<file path="src/sv/assert_macros.svh">
// Assertion macros used by the controller.
`ifndef ASSERT_MACROS_SVH
`define ASSERT_MACROS_SVH

// Antecedent implies consequent in the same cycle.
`define ASSERT_IMP(lbl, clk, rst, ante, cons) \
  lbl: assert property (@(posedge clk) disable iff (rst) (ante) |-> (cons)) \
    else $error("assertion failed");

// Antecedent implies consequent in the next cycle.
`define ASSERT_NXT(lbl, clk, rst, ante, cons) \
  lbl: assert property (@(posedge clk) disable iff (rst) (ante) |=> (cons)) \
    else $error("assertion failed");

`endif

</file>
<file path="src/sv/rsakd_pkg.sv">
// Package: widths, datapath commands, status and controller states.
`timescale 1ns / 1ps
package rsakd_pkg;

  localparam int FACTOR_BITS_DEF = 16;
  localparam int FW = 16;   // factor port width
  localparam int W  = 32;   // modulus / exponent width
  localparam int CW = 35;   // Bezout coefficient width (two's complement)
  localparam int CNTW = 6;  // holds W

  typedef enum logic [4:0] {
    OP_NONE,
    OP_LOAD,
    OP_MUL_NPHI,
    OP_CMOD_INIT,
    OP_DIV_STEP,
    OP_CMOD_DONE,
    OP_GCD_INIT,
    OP_INV_INIT,
    OP_DIV_START,
    OP_EUC_UPD,
    OP_E_INC,
    OP_SUM_INIT,
    OP_SUM_SUB,
    OP_D_SET,
    OP_SCAN_SHIFT,
    OP_ACC_ONE,
    OP_SQ_INIT,
    OP_MUL_INIT,
    OP_MM_STEP,
    OP_MM_DONE,
    OP_RES_ZERO,
    OP_RES_ONE,
    OP_RES_ACC
  } dp_op_t;

  typedef struct packed {
    dp_op_t op;
  } dp_cmd_t;

  typedef struct packed {
    logic n_zero;
    logic phi_zero;
    logic e_ge_phi;
    logic gb_zero;
    logic ga_one;
    logic sum_ge_phi;
    logic ebits_zero;
    logic etop;
  } dp_status_t;

  typedef enum logic [4:0] {
    S_IDLE,
    S_PROD,
    S_CHK_N,
    S_CMOD,
    S_CMOD_END,
    S_E_CHK,
    S_EUC_CHK,
    S_EUC_DIV,
    S_EUC_UPD,
    S_GCD_END,
    S_INV_START,
    S_SUM,
    S_FIX,
    S_EXP_CHK,
    S_SCAN,
    S_SQ_START,
    S_SQ,
    S_SQ_END,
    S_MUL_START,
    S_MUL,
    S_MUL_END,
    S_NEXT_BIT,
    S_FIN,
    S_OUT
  } state_t;

endpackage

</file>
<file path="src/sv/rsakd_dp.sv">
// Datapath: operand registers, bit-serial divider, add-and-double modular multiplier.
`timescale 1ns / 1ps
module rsakd_dp #(
  parameter int FACTOR_BITS = rsakd_pkg::FACTOR_BITS_DEF
) (
  input  logic                          clk,
  input  rsakd_pkg::dp_cmd_t            cmd,
  input  logic [rsakd_pkg::FW-1:0]      prime_p,
  input  logic [rsakd_pkg::FW-1:0]      prime_q,
  input  logic [rsakd_pkg::W-1:0]       ciphertext,
  output rsakd_pkg::dp_status_t         status,
  output logic [rsakd_pkg::W-1:0]       plaintext
);

  localparam int FW = rsakd_pkg::FW;
  localparam int W  = rsakd_pkg::W;
  localparam int CW = rsakd_pkg::CW;
  localparam int MaskBits = (FACTOR_BITS < FW) ? FACTOR_BITS : FW;
  localparam logic [FW-1:0] FMask = {FW{1'b1}} >> (FW - MaskBits);

  logic [FW-1:0] p, q;
  logic [W-1:0]  c, n, phi, e, ga, gb, dvd, dvs, rem;
  logic [W-1:0]  base, acc, mm_a, mm_b, mm_acc, ebits, result;
  logic [CW-1:0] prod, x, lastx, sum;

  // divider step
  logic [W:0]    rem_sh, rem_diff;
  logic          q_bit;
  // multiplier step
  logic [W:0]    a_dbl, a_red, acc_add, acc_red;
  logic [CW-1:0] phi_ext;

  assign rem_sh   = {rem, dvd[W-1]};
  assign rem_diff = rem_sh - {1'b0, dvs};
  assign q_bit    = (rem_sh >= {1'b0, dvs});

  assign a_dbl   = {1'b0, mm_a} + {1'b0, mm_a};
  assign a_red   = (a_dbl >= {1'b0, n}) ? (a_dbl - {1'b0, n}) : a_dbl;
  assign acc_add = {1'b0, mm_acc} + {1'b0, mm_a};
  assign acc_red = (acc_add >= {1'b0, n}) ? (acc_add - {1'b0, n}) : acc_add;

  assign phi_ext = {{(CW-W){1'b0}}, phi};

  // register updates per command
  always_ff @(posedge clk) begin
    case (cmd.op)
      rsakd_pkg::OP_LOAD: begin
        p <= prime_p & FMask;
        q <= prime_q & FMask;
        c <= ciphertext;
      end
      rsakd_pkg::OP_MUL_NPHI: begin
        n   <= p * q;
        phi <= (p - 1'b1) * (q - 1'b1);
      end
      rsakd_pkg::OP_CMOD_INIT: begin
        dvd <= c;
        dvs <= n;
        rem <= '0;
      end
      rsakd_pkg::OP_DIV_STEP: begin
        rem  <= q_bit ? rem_diff[W-1:0] : rem_sh[W-1:0];
        dvd  <= {dvd[W-2:0], 1'b0};
        prod <= {prod[CW-2:0], 1'b0} + (q_bit ? x : '0);
      end
      rsakd_pkg::OP_CMOD_DONE: begin
        base  <= rem;
        e     <= W'(2);
        ebits <= '0;
      end
      rsakd_pkg::OP_GCD_INIT: begin
        ga <= e;
        gb <= phi;
      end
      rsakd_pkg::OP_INV_INIT: begin
        ga    <= e;
        gb    <= phi;
        x     <= '0;
        lastx <= CW'(1);
      end
      rsakd_pkg::OP_DIV_START: begin
        dvd  <= ga;
        dvs  <= gb;
        rem  <= '0;
        prod <= '0;
      end
      rsakd_pkg::OP_EUC_UPD: begin
        ga    <= gb;
        gb    <= rem;
        lastx <= x;
        x     <= lastx - prod;
      end
      rsakd_pkg::OP_E_INC:      e <= e + 1'b1;
      rsakd_pkg::OP_SUM_INIT:   sum <= lastx + phi_ext;
      rsakd_pkg::OP_SUM_SUB:    sum <= sum - phi_ext;
      rsakd_pkg::OP_D_SET:      ebits <= sum[W-1:0];
      rsakd_pkg::OP_SCAN_SHIFT: ebits <= {ebits[W-2:0], 1'b0};
      rsakd_pkg::OP_ACC_ONE:    acc <= W'(1);
      rsakd_pkg::OP_SQ_INIT: begin
        mm_a   <= acc;
        mm_b   <= acc;
        mm_acc <= '0;
      end
      rsakd_pkg::OP_MUL_INIT: begin
        mm_a   <= acc;
        mm_b   <= base;
        mm_acc <= '0;
      end
      rsakd_pkg::OP_MM_STEP: begin
        if (mm_b[0]) begin
          mm_acc <= acc_red[W-1:0];
        end
        mm_a <= a_red[W-1:0];
        mm_b <= {1'b0, mm_b[W-1:1]};
      end
      rsakd_pkg::OP_MM_DONE: acc <= mm_acc;
      rsakd_pkg::OP_RES_ZERO: result <= '0;
      rsakd_pkg::OP_RES_ONE:  result <= (n == W'(1)) ? '0 : W'(1);
      rsakd_pkg::OP_RES_ACC:  result <= acc;
      default: ;
    endcase
  end

  // status toward the controller
  always_comb begin
    status.n_zero     = (n == '0);
    status.phi_zero   = (phi == '0);
    status.e_ge_phi   = (e >= phi);
    status.gb_zero    = (gb == '0);
    status.ga_one     = (ga == W'(1));
    status.sum_ge_phi = (sum >= phi_ext);
    status.ebits_zero = (ebits == '0);
    status.etop       = ebits[W-1];
  end

  assign plaintext = result;

endmodule

</file>
<file path="src/sv/rsakd_ctrl.sv">
// Controller: sequences key derivation, Euclid loops and exponentiation.
`timescale 1ns / 1ps
`include "assert_macros.svh"
module rsakd_ctrl (
  input  logic                    clk,
  input  logic                    rst,
  input  logic                    in_valid,
  output logic                    in_ready,
  output logic                    out_valid,
  input  logic                    out_ready,
  input  rsakd_pkg::dp_status_t   status,
  output rsakd_pkg::dp_cmd_t      cmd
);

  localparam int CNTW = rsakd_pkg::CNTW;
  localparam logic [CNTW-1:0] Steps = CNTW'(rsakd_pkg::W);

  rsakd_pkg::state_t state, state_next;
  logic [CNTW-1:0] cnt, bitcnt;
  logic            inv_mode;
  logic            cnt_load, bit_load, bit_dec, mode_set, mode_val;

  // next state
  always_comb begin
    state_next = state;
    case (state)
      rsakd_pkg::S_IDLE:      if (in_valid) state_next = rsakd_pkg::S_PROD;
      rsakd_pkg::S_PROD:      state_next = rsakd_pkg::S_CHK_N;
      rsakd_pkg::S_CHK_N:
        state_next = status.n_zero ? rsakd_pkg::S_OUT : rsakd_pkg::S_CMOD;
      rsakd_pkg::S_CMOD:      if (cnt == CNTW'(1)) state_next = rsakd_pkg::S_CMOD_END;
      rsakd_pkg::S_CMOD_END:
        state_next = status.phi_zero ? rsakd_pkg::S_EXP_CHK : rsakd_pkg::S_E_CHK;
      rsakd_pkg::S_E_CHK:
        state_next = status.e_ge_phi ? rsakd_pkg::S_INV_START : rsakd_pkg::S_EUC_CHK;
      rsakd_pkg::S_EUC_CHK: begin
        if (!status.gb_zero) begin
          state_next = rsakd_pkg::S_EUC_DIV;
        end else if (inv_mode) begin
          state_next = rsakd_pkg::S_SUM;
        end else begin
          state_next = rsakd_pkg::S_GCD_END;
        end
      end
      rsakd_pkg::S_EUC_DIV:   if (cnt == CNTW'(1)) state_next = rsakd_pkg::S_EUC_UPD;
      rsakd_pkg::S_EUC_UPD:   state_next = rsakd_pkg::S_EUC_CHK;
      rsakd_pkg::S_GCD_END:
        state_next = status.ga_one ? rsakd_pkg::S_INV_START : rsakd_pkg::S_E_CHK;
      rsakd_pkg::S_INV_START: state_next = rsakd_pkg::S_EUC_CHK;
      rsakd_pkg::S_SUM:       state_next = rsakd_pkg::S_FIX;
      rsakd_pkg::S_FIX:       if (!status.sum_ge_phi) state_next = rsakd_pkg::S_EXP_CHK;
      rsakd_pkg::S_EXP_CHK:
        state_next = status.ebits_zero ? rsakd_pkg::S_OUT : rsakd_pkg::S_SCAN;
      rsakd_pkg::S_SCAN:      if (status.etop) state_next = rsakd_pkg::S_SQ_START;
      rsakd_pkg::S_SQ_START:  state_next = rsakd_pkg::S_SQ;
      rsakd_pkg::S_SQ:        if (cnt == CNTW'(1)) state_next = rsakd_pkg::S_SQ_END;
      rsakd_pkg::S_SQ_END:
        state_next = status.etop ? rsakd_pkg::S_MUL_START : rsakd_pkg::S_NEXT_BIT;
      rsakd_pkg::S_MUL_START: state_next = rsakd_pkg::S_MUL;
      rsakd_pkg::S_MUL:       if (cnt == CNTW'(1)) state_next = rsakd_pkg::S_MUL_END;
      rsakd_pkg::S_MUL_END:   state_next = rsakd_pkg::S_NEXT_BIT;
      rsakd_pkg::S_NEXT_BIT:
        state_next = (bitcnt == CNTW'(1)) ? rsakd_pkg::S_FIN : rsakd_pkg::S_SQ_START;
      rsakd_pkg::S_FIN:       state_next = rsakd_pkg::S_OUT;
      rsakd_pkg::S_OUT:       if (out_ready) state_next = rsakd_pkg::S_IDLE;
      default:                state_next = rsakd_pkg::S_IDLE;
    endcase
  end

  // outputs and datapath commands
  always_comb begin
    cmd.op    = rsakd_pkg::OP_NONE;
    in_ready  = 1'b0;
    out_valid = 1'b0;
    cnt_load  = 1'b0;
    bit_load  = 1'b0;
    bit_dec   = 1'b0;
    mode_set  = 1'b0;
    mode_val  = 1'b0;
    case (state)
      rsakd_pkg::S_IDLE: begin
        in_ready = 1'b1;
        if (in_valid) cmd.op = rsakd_pkg::OP_LOAD;
      end
      rsakd_pkg::S_PROD: cmd.op = rsakd_pkg::OP_MUL_NPHI;
      rsakd_pkg::S_CHK_N: begin
        cnt_load = 1'b1;
        cmd.op   = status.n_zero ? rsakd_pkg::OP_RES_ZERO : rsakd_pkg::OP_CMOD_INIT;
      end
      rsakd_pkg::S_CMOD, rsakd_pkg::S_EUC_DIV: cmd.op = rsakd_pkg::OP_DIV_STEP;
      rsakd_pkg::S_CMOD_END: cmd.op = rsakd_pkg::OP_CMOD_DONE;
      rsakd_pkg::S_E_CHK: begin
        mode_set = 1'b1;
        if (!status.e_ge_phi) cmd.op = rsakd_pkg::OP_GCD_INIT;
      end
      rsakd_pkg::S_EUC_CHK: begin
        cnt_load = 1'b1;
        if (!status.gb_zero) cmd.op = rsakd_pkg::OP_DIV_START;
      end
      rsakd_pkg::S_EUC_UPD: cmd.op = rsakd_pkg::OP_EUC_UPD;
      rsakd_pkg::S_GCD_END: if (!status.ga_one) cmd.op = rsakd_pkg::OP_E_INC;
      rsakd_pkg::S_INV_START: begin
        mode_set = 1'b1;
        mode_val = 1'b1;
        cmd.op   = rsakd_pkg::OP_INV_INIT;
      end
      rsakd_pkg::S_SUM: cmd.op = rsakd_pkg::OP_SUM_INIT;
      rsakd_pkg::S_FIX:
        cmd.op = status.sum_ge_phi ? rsakd_pkg::OP_SUM_SUB : rsakd_pkg::OP_D_SET;
      rsakd_pkg::S_EXP_CHK: begin
        bit_load = 1'b1;
        cmd.op   = status.ebits_zero ? rsakd_pkg::OP_RES_ONE : rsakd_pkg::OP_ACC_ONE;
      end
      rsakd_pkg::S_SCAN: begin
        if (!status.etop) begin
          cmd.op  = rsakd_pkg::OP_SCAN_SHIFT;
          bit_dec = 1'b1;
        end
      end
      rsakd_pkg::S_SQ_START: begin
        cnt_load = 1'b1;
        cmd.op   = rsakd_pkg::OP_SQ_INIT;
      end
      rsakd_pkg::S_MUL_START: begin
        cnt_load = 1'b1;
        cmd.op   = rsakd_pkg::OP_MUL_INIT;
      end
      rsakd_pkg::S_SQ, rsakd_pkg::S_MUL: cmd.op = rsakd_pkg::OP_MM_STEP;
      rsakd_pkg::S_SQ_END, rsakd_pkg::S_MUL_END: cmd.op = rsakd_pkg::OP_MM_DONE;
      rsakd_pkg::S_NEXT_BIT: begin
        cmd.op  = rsakd_pkg::OP_SCAN_SHIFT;
        bit_dec = 1'b1;
      end
      rsakd_pkg::S_FIN: cmd.op = rsakd_pkg::OP_RES_ACC;
      rsakd_pkg::S_OUT: out_valid = 1'b1;
      default: ;
    endcase
  end

  // state, step counter, exponent bit counter, Euclid mode
  always_ff @(posedge clk) begin
    if (rst) begin
      state    <= rsakd_pkg::S_IDLE;
      cnt      <= '0;
      bitcnt   <= '0;
      inv_mode <= 1'b0;
    end else begin
      state <= state_next;
      if (cnt_load) begin
        cnt <= Steps;
      end else if (cnt != '0) begin
        cnt <= cnt - 1'b1;
      end
      if (bit_load) begin
        bitcnt <= Steps;
      end else if (bit_dec) begin
        bitcnt <= bitcnt - 1'b1;
      end
      if (mode_set) inv_mode <= mode_val;
    end
  end

  // a transfer in starts the product stage
  `ASSERT_NXT(a_accept_prod, clk, rst, in_valid && in_ready, state == rsakd_pkg::S_PROD)
  // serial units always run with a live step count
  `ASSERT_IMP(a_step_cnt, clk, rst,
              state == rsakd_pkg::S_CMOD || state == rsakd_pkg::S_EUC_DIV ||
              state == rsakd_pkg::S_SQ || state == rsakd_pkg::S_MUL, cnt != '0)
  // exponent bits remain while squaring and at each next-bit step
  `ASSERT_IMP(a_bits_left, clk, rst,
              state == rsakd_pkg::S_SQ || state == rsakd_pkg::S_NEXT_BIT, bitcnt != '0)

endmodule

</file>
<file path="src/sv/rsa_key_derive_and_decrypt.sv">
// Top level: textbook RSA key derivation and decryption of one ciphertext per transfer.
`timescale 1ns / 1ps
// One item at a time: in_ready is high only while idle, and the next item is taken
// after the result transfer. The run time is data dependent: setup, ciphertext mod
// n, then for each candidate e a Euclid run with one serial division per quotient
// step, one extended Euclid run of the same form, a short fix-up, and for the
// exponent a leading-zero scan plus, per exponent bit, a square and bit step and a
// multiply on set bits. Every 32-bit division runs on the one-bit-per-cycle
// restoring divider and every modular product on the one-bit-per-cycle
// add-and-double multiplier.
module rsa_key_derive_and_decrypt #(
  parameter int FACTOR_BITS = rsakd_pkg::FACTOR_BITS_DEF
) (
  input  logic                        clk,
  input  logic                        rst,
  input  logic                        in_valid,
  output logic                        in_ready,
  input  logic [rsakd_pkg::FW-1:0]    prime_p,
  input  logic [rsakd_pkg::FW-1:0]    prime_q,
  input  logic [rsakd_pkg::W-1:0]     ciphertext,
  output logic                        out_valid,
  input  logic                        out_ready,
  output logic [rsakd_pkg::W-1:0]     plaintext
);

  rsakd_pkg::dp_cmd_t    cmd;
  rsakd_pkg::dp_status_t status;

  rsakd_ctrl u_ctrl (
    .clk       (clk),
    .rst       (rst),
    .in_valid  (in_valid),
    .in_ready  (in_ready),
    .out_valid (out_valid),
    .out_ready (out_ready),
    .status    (status),
    .cmd       (cmd)
  );

  rsakd_dp #(
    .FACTOR_BITS (FACTOR_BITS)
  ) u_dp (
    .clk        (clk),
    .cmd        (cmd),
    .prime_p    (prime_p),
    .prime_q    (prime_q),
    .ciphertext (ciphertext),
    .status     (status),
    .plaintext  (plaintext)
  );

endmodule

</file>
<file path="config.mk">
export PLATFORM = sky130hd
export DESIGN_NAME = rsa_key_derive_and_decrypt
export DESIGN_NICKNAME = d
export VERILOG_FILES = /design/src/sv/rsakd_pkg.sv /design/src/sv/rsakd_dp.sv /design/src/sv/rsakd_ctrl.sv /design/src/sv/rsa_key_derive_and_decrypt.sv
export VERILOG_INCLUDE_DIRS = /design/src /design/src/sv
export SDC_FILE = /design/constraint.sdc
export NUM_CORES = 2
export LEC_CHECK = 0
export CAP_MARGIN = 20
export CORE_MARGIN = 4
export CORE_UTILIZATION = 59
export DETAILED_ROUTE_END_ITERATION = 8
export DONT_BUFFER_PORTS = 1
export PLACE_DENSITY = 0.82
export SYNTH_ARGS = -nofsm -noshare
export SYNTH_HDL_FRONTEND = slang
export SYNTH_SLANG_ARGS = --single-unit
</file>
<file path="constraint.sdc">
create_clock -name clk -period 17.06 [get_ports clk]
set_clock_uncertainty 0.2 [all_clocks]
set_input_delay 5.118 -clock clk [delete_from_list [all_inputs] [get_ports clk]]
set_output_delay 5.118 -clock clk [all_outputs]
set_load 0.005 [all_outputs]
</file>
* Word level (Yosys, flattened, before mapping)
Cells that the tools add are included.
** Operators by class
- $add $sub $neg :: 14
- Mux-type cells :: 61
- Multipliers :: 2
- Eq/ne operators :: 58
- Reduce and logical (&&, ||, !) cells :: 34
- Magnitude comparators :: 5
** Operators by type and width (count)
- $pmux W32 S2 :: 8
- $pmux W32 S3 :: 4
- $pmux W35 S2 :: 4
- $logic_not A32 Y1 :: 4
- $mux W32 :: 4
- $pmux W5 S23 :: 1
- $pmux W5 S20 :: 1
- $ge A33 B32 Y1 :: 3
- $sub A32 B32 Y32 :: 3
- $eq A5 B4 Y1 const B :: 16
- $eq A5 B5 Y1 const B :: 15
- $mux W5 :: 14
- $add A32 B32 Y33 :: 2
- $eq A32 B1 Y1 const B :: 2
- $eq A5 B3 Y1 const B :: 8
- $add A35 B32 Y35 :: 1
- $add A35 B35 Y35 :: 1
- $ge A35 B32 Y1 :: 1
- $mux W35 :: 1
- $sub A35 B32 Y35 :: 1
- $sub A35 B35 Y35 :: 1
- $sub A16 B1 Y17 const B :: 2
- $add A32 B1 Y32 const B :: 1
- $ge A32 B32 Y1 :: 1
- other kinds (22) :: 75
** Storage, ports and cells
- Input bits :: 68
- Output and inout bits :: 34
- Bits in registers :: 702
- Logic and storage cells :: 202

* Logic depth before layout (Yosys ltp)
- Depth after elaboration :: 7
- Mapped depth :: 35
- Gate-level depth less buffers :: 33

* Cells and area by module
A second synthesis with hierarchy kept.
** Unflattened totals
- Cell total of the unflattened synthesis :: 6351
- Area total of the unflattened synthesis :: 61652.9 µm²
** By module, submodules not included
- rsakd_dp :: times used 1, area an instance 59936.2 µm², seq. area each 20539.7 µm², cells each 6121
- rsakd_ctrl :: times used 1, area an instance 1716.6 µm², seq. area each 360.3 µm², cells each 230

* Least setup slack after synthesis
OpenSTA, ideal clock, no wires.
- Path kind :: flip-flop to flip-flop
- Start point :: reg u_dp.p[5]
- End point :: reg u_dp.phi[30] (data pin)
- Setup slack :: 7.725 ns
- Clock period less this slack :: 9.335 ns
- Arrival time :: 8.870 ns
- Path buffers :: 2
- Setup time :: 0.265 ns
- Data required time :: 16.595 ns
- Cell stages (with the launch flop) :: 32
- Path through :: edfxtp_1 -> buf_6 -> or4_4 -> or4_4 -> nand2b_1 -> or4_1 -> xor2_1 -> clkbuf_1 -> nor2_1 -> fa_1 -> fa_1 -> fa_1 -> inv_1 -> fa_1 -> inv_1 -> fa_1 -> inv_1 -> fa_1 -> inv_1 -> fa_1 -> fa_1 -> ha_1 -> nand2_1 -> a211oi_1 -> o211ai_1 -> nand2_1 -> o311a_1 -> o21a_1 -> o21a_1 -> o41ai_1 -> o21ai_0 -> xor2_1
** On the way
- Word-level cells in the longest chain between the ends :: 2
** RTL lines
- start, declared :: RTL line rsakd_dp.sv:21 : logic [FW-1:0] p, q;
- start signal, assigned :: RTL line rsakd_dp.sv:48 : p <= prime_p & FMask;
- $sub A16 B1 Y17 :: RTL line rsakd_dp.sv:54 : phi <= (p - 1'b1) * (q - 1'b1);
- $mul A32 B32 Y32 :: RTL line rsakd_dp.sv:54
- end signal, assigned :: RTL line rsakd_dp.sv:54
- end, declared :: RTL line rsakd_dp.sv:22 : logic [W-1:0] c, n, phi, e, ga, gb, dvd, dvs, rem;
No other way between the ends.
A chain may end at the register's enable or synchronous reset.

* Worst setup path in the final report
Ends and elaborated chain as after synthesis.

==> metrics.csv <==
stage,metric,value,unit
floorplanning,fp.dieH,335,µm
routing,first_pass_iters,8,
worst_setup_path,r2r-end,u_dp.phi[30],
worst_setup_path,critPathLaunch,u_dp.p[5],
logic_synthesis,syn_area_per_cell,9.80,µm²
status,status,completed,
timing,fin_ws,6.98,ns
clock_network,insertion_delay,0.68,ns
logic_synthesis,postSynth.asyncResetShare,0,%
floorplanning,initial_core_util,59.6,%
clock_network,cts_resized,0,
logic_synthesis,synth.most_common_cell,inv_1,
layout,fillers,8270,
logic_synthesis,synth_edf_count,684,
routing,num_vias,48300,
clock_network,cts.clk_slew.worst_paths,0.06,ns
timing,slew_violations,0,
clock_network,htreeDepth,3,
worst_setup_path,cp.required,17.25,ns
worst_setup_path,reg2regPathDepth,31,
timing,relSlewSlack,26.8,%
worst_setup_path,cpMostUsedCell,fa_1,
logic_synthesis,synth-seq-cells,702,
clock_network,hold_buffers,0,
grt,antenna_found_initial,12,
worst_setup_path,crit_type,reg -> reg,
routing,drt_iter0_drc,5091,
floorplanning,die_w,335,µm
routing,drc,0,
timing,fin_setup_tns,0,ns
floorplanning,io_pins,102,
worst_setup_path,arrival,10.27,ns
routing,wl_per_cell,21.8,µm
clock_network,cts_tree,done,
logic_synthesis,synth_area_leader_cell,edfxtp_1,
clock_network,cts_buffer_depth,3,
layout,finalNonFillerCells,7818,
worst_setup_path,path_depth,31,
grt,grt_usage,30.2,%
grt,grt_pass1_wl,267,mm
grt,met3_usage,5.70,%
worst_setup_path,cp-end-kind,flip-flop,
floorplanning,dieArea,0.112,mm²
job,maxCapViolCount,0,
clock_network,cts.sinks,702,
worst_setup_path,slowest_stage,edfxtp_1,
routing,detail-route-antenna-nets,0,
timing,fmax,0.0992,GHz
grt,met1_usage,41.5,%
logic_synthesis,netlist.area_leader.share,32.6,%
logic_synthesis,syn_inst,6430,
timing,rsz0062_at_grt,false,
worst_setup_path,endpoint,u_dp.phi[30],
min_path,hp-class,reg -> reg,
grt,grt_remaining_overflow,0,
worst_setup_path,worst_setup_path_start_kind,flip-flop,
place,pre_cts_ws,7.08,ns
logic_synthesis,yosys_warnings,0,
worst_setup_path,worst-path-buf-inv,4,
place,finalWeightedCongestion,0.971,
layout,drive_above_1_share,4.47,%
layout,area_growth,7.15,%
worst_setup_path,crit_family,adder cells,
routing,drt-vias-per-instance,6.18,
worst_setup_path,path_max_fanout,19,
logic_synthesis,synth-seq-area-share,33.2,%
logic_synthesis,synthFlopType,edfxtp_1,
logic_synthesis,synthesis.area,0.0630,mm²
floorplanning,rows,119,
worst_setup_path,rrSetupSlack,6.98,ns
layout,multiInputGateArea,0.0386,mm²
logic_synthesis,synthTopCellsByArea,"edfxtp_1 (33%), fa_1 (17%), ha_1 (10%)",
logic_synthesis,yosysUniqueCellTypes,86,
floorplanning,fp.coreArea,0.106,mm²
logic_synthesis,synth_commonest_cells,"inv_1 (763), nand2_1 (740), edfxtp_1 (684)",
layout,final_nets,7490,
logic_synthesis,syn_nets,7567,
timing,setup_viol,0,
worst_setup_path,reg2reg_from,u_dp.p[5],
place,dp_cells,7658,
place,dpl-instance-area,0.0645,mm²
timing,period_share,59.1,%
grt,grt_max_degree,98,
timing,fin_crit,10.08,ns
clock_network,cts_root_buf,clkbuf_16,
layout,stdcell_area,0.0676,mm²
routing,wl,171,mm
grt,grt.busiest_layer,met2,
timing,tightest_slew,1.10,ns
worst_setup_path,max_stage_delay,0.68,ns
clock_network,cts_setup_buffers,0,
layout,seqCellArea,0.0209,mm²
place,dp_hpwl,130,mm
place,portBuffers,0,
clock_network,cts_buffers,81,
timing,hold_violations,0,
grt,met2_usage,48.0,%
grt,grt_pass1_vias,48400,
[how the worst min path moves through the flow]
stage                     from         endpoint  slack (ns)  cells past startpoint
2_1_floorplan  u_ctrl.inv_mode  u_ctrl.inv_mode        0.24                      2
3_3_place_gp   u_ctrl.inv_mode  u_ctrl.inv_mode        0.25                      2
3_5_place_dp   u_ctrl.inv_mode  u_ctrl.inv_mode        0.24                      2
4_1_cts        u_ctrl.inv_mode  u_ctrl.inv_mode        0.26                      2
5_1_grt        u_ctrl.inv_mode  u_ctrl.inv_mode        0.28                      2
6_report       u_ctrl.inv_mode  u_ctrl.inv_mode        0.26                      2
[logic make-up (layout without fill, tap and decap cells)]
family / Yosys count / in the layout / synth area share [%]
flip-flops: 702 / 702 / 33.2
AND/OR/NAND/NOR: 2095 / 2095 / 15.4
adder cells (fa/ha/maj): 1069 / 1069 / 27.8
XOR/XNOR: 379 / 379 / 5.28
other: 0 / 5 / 0
buffers and inverters: 989 / 981 / 5.91
multiplexers: 51 / 51 / 0.812
AO/OA/AOI/OAI: 1145 / 1145 / 11.6
[worst reg2reg max path, delay by kind of cell, from the launching register on]
kind	cells	cell delay, ns
compound gates	7	1.46
xor+xnor	2	0.54
fa+ha+maj	9	4.37
buf+inv	4	0.21
flops	1	0.68
simple gates	9	2.35
[final cells by class]
cell class	count	area share, %
multi-input combinational	4739	57.1
sequential	702	30.9
inverter	765	4.25
clock buffer	93	3.10
tap	1391	2.58
clock inverter	59	1.24
timing repair buffer	64	0.771
antenna	5	0.0185
[flip-flops by register name, summed over array words and instances (netlist names), 6 cells and up]
name	flops
u_ctrl.bitcnt	6
u_dp.dvs	32
u_dp.c	32
u_dp.x	35
u_dp.dvd	32
u_dp.ga	32
u_dp.p	16
u_dp.sum	35
u_dp.rem	32
u_ctrl.cnt	6
u_dp.n	32
u_dp.acc	32
u_dp.phi	32
u_dp.base	32
u_dp.plaintext	32
u_dp.ebits	32
u_dp.mm_acc	32
u_dp.lastx	35
u_dp.prod	35
u_dp.q	16
u_dp.gb	32
u_dp.mm_a	32
u_dp.e	32
u_dp.mm_b	32
[cells in the final DEF (no fill, tap or decap), types with 51 or more instances in the layout]
master / n
a211oi_1: 51
a21o_1: 146
a21oi_1: 271
a22oi_1: 66
and2_1: 233
buf_4: 61
clkbuf_16: 81
edfxtp_1: 684
fa_1: 549
ha_1: 520
inv_1: 762
nand2_1: 738
nand2b_1: 79
nand3_1: 68
nand4_1: 55
nor2_1: 579
nor3_1: 85
nor4_1: 52
o21a_1: 62
o21ai_0: 287
xnor2_1: 229
xor2_1: 146
[per-layer routing]
layer | part of all wire (%) | wire [µm] | up-vias
met5 | 0.0076 | 13 | -
met4 | 4.2 | 7250 | 2
met3 | 10 | 17500 | 478
met2 | 45 | 77600 | 2504
met1 | 40 | 68200 | 23600
li1 | - | - | 21700
[metrics by stage]
stage	hold slack [ns]	utilization, %
6_report	0.258	63.9
5_1_grt	0.279	63.9
4_1_cts	0.256	63.8
3_5_place_dp	0.241	61.1
3_3_place_gp	0.245	61.1
2_1_floorplan	0.237	-
Power is not shown: default switching activity piles up to over one toggle a cycle in this logic, so the estimate is an artifact.
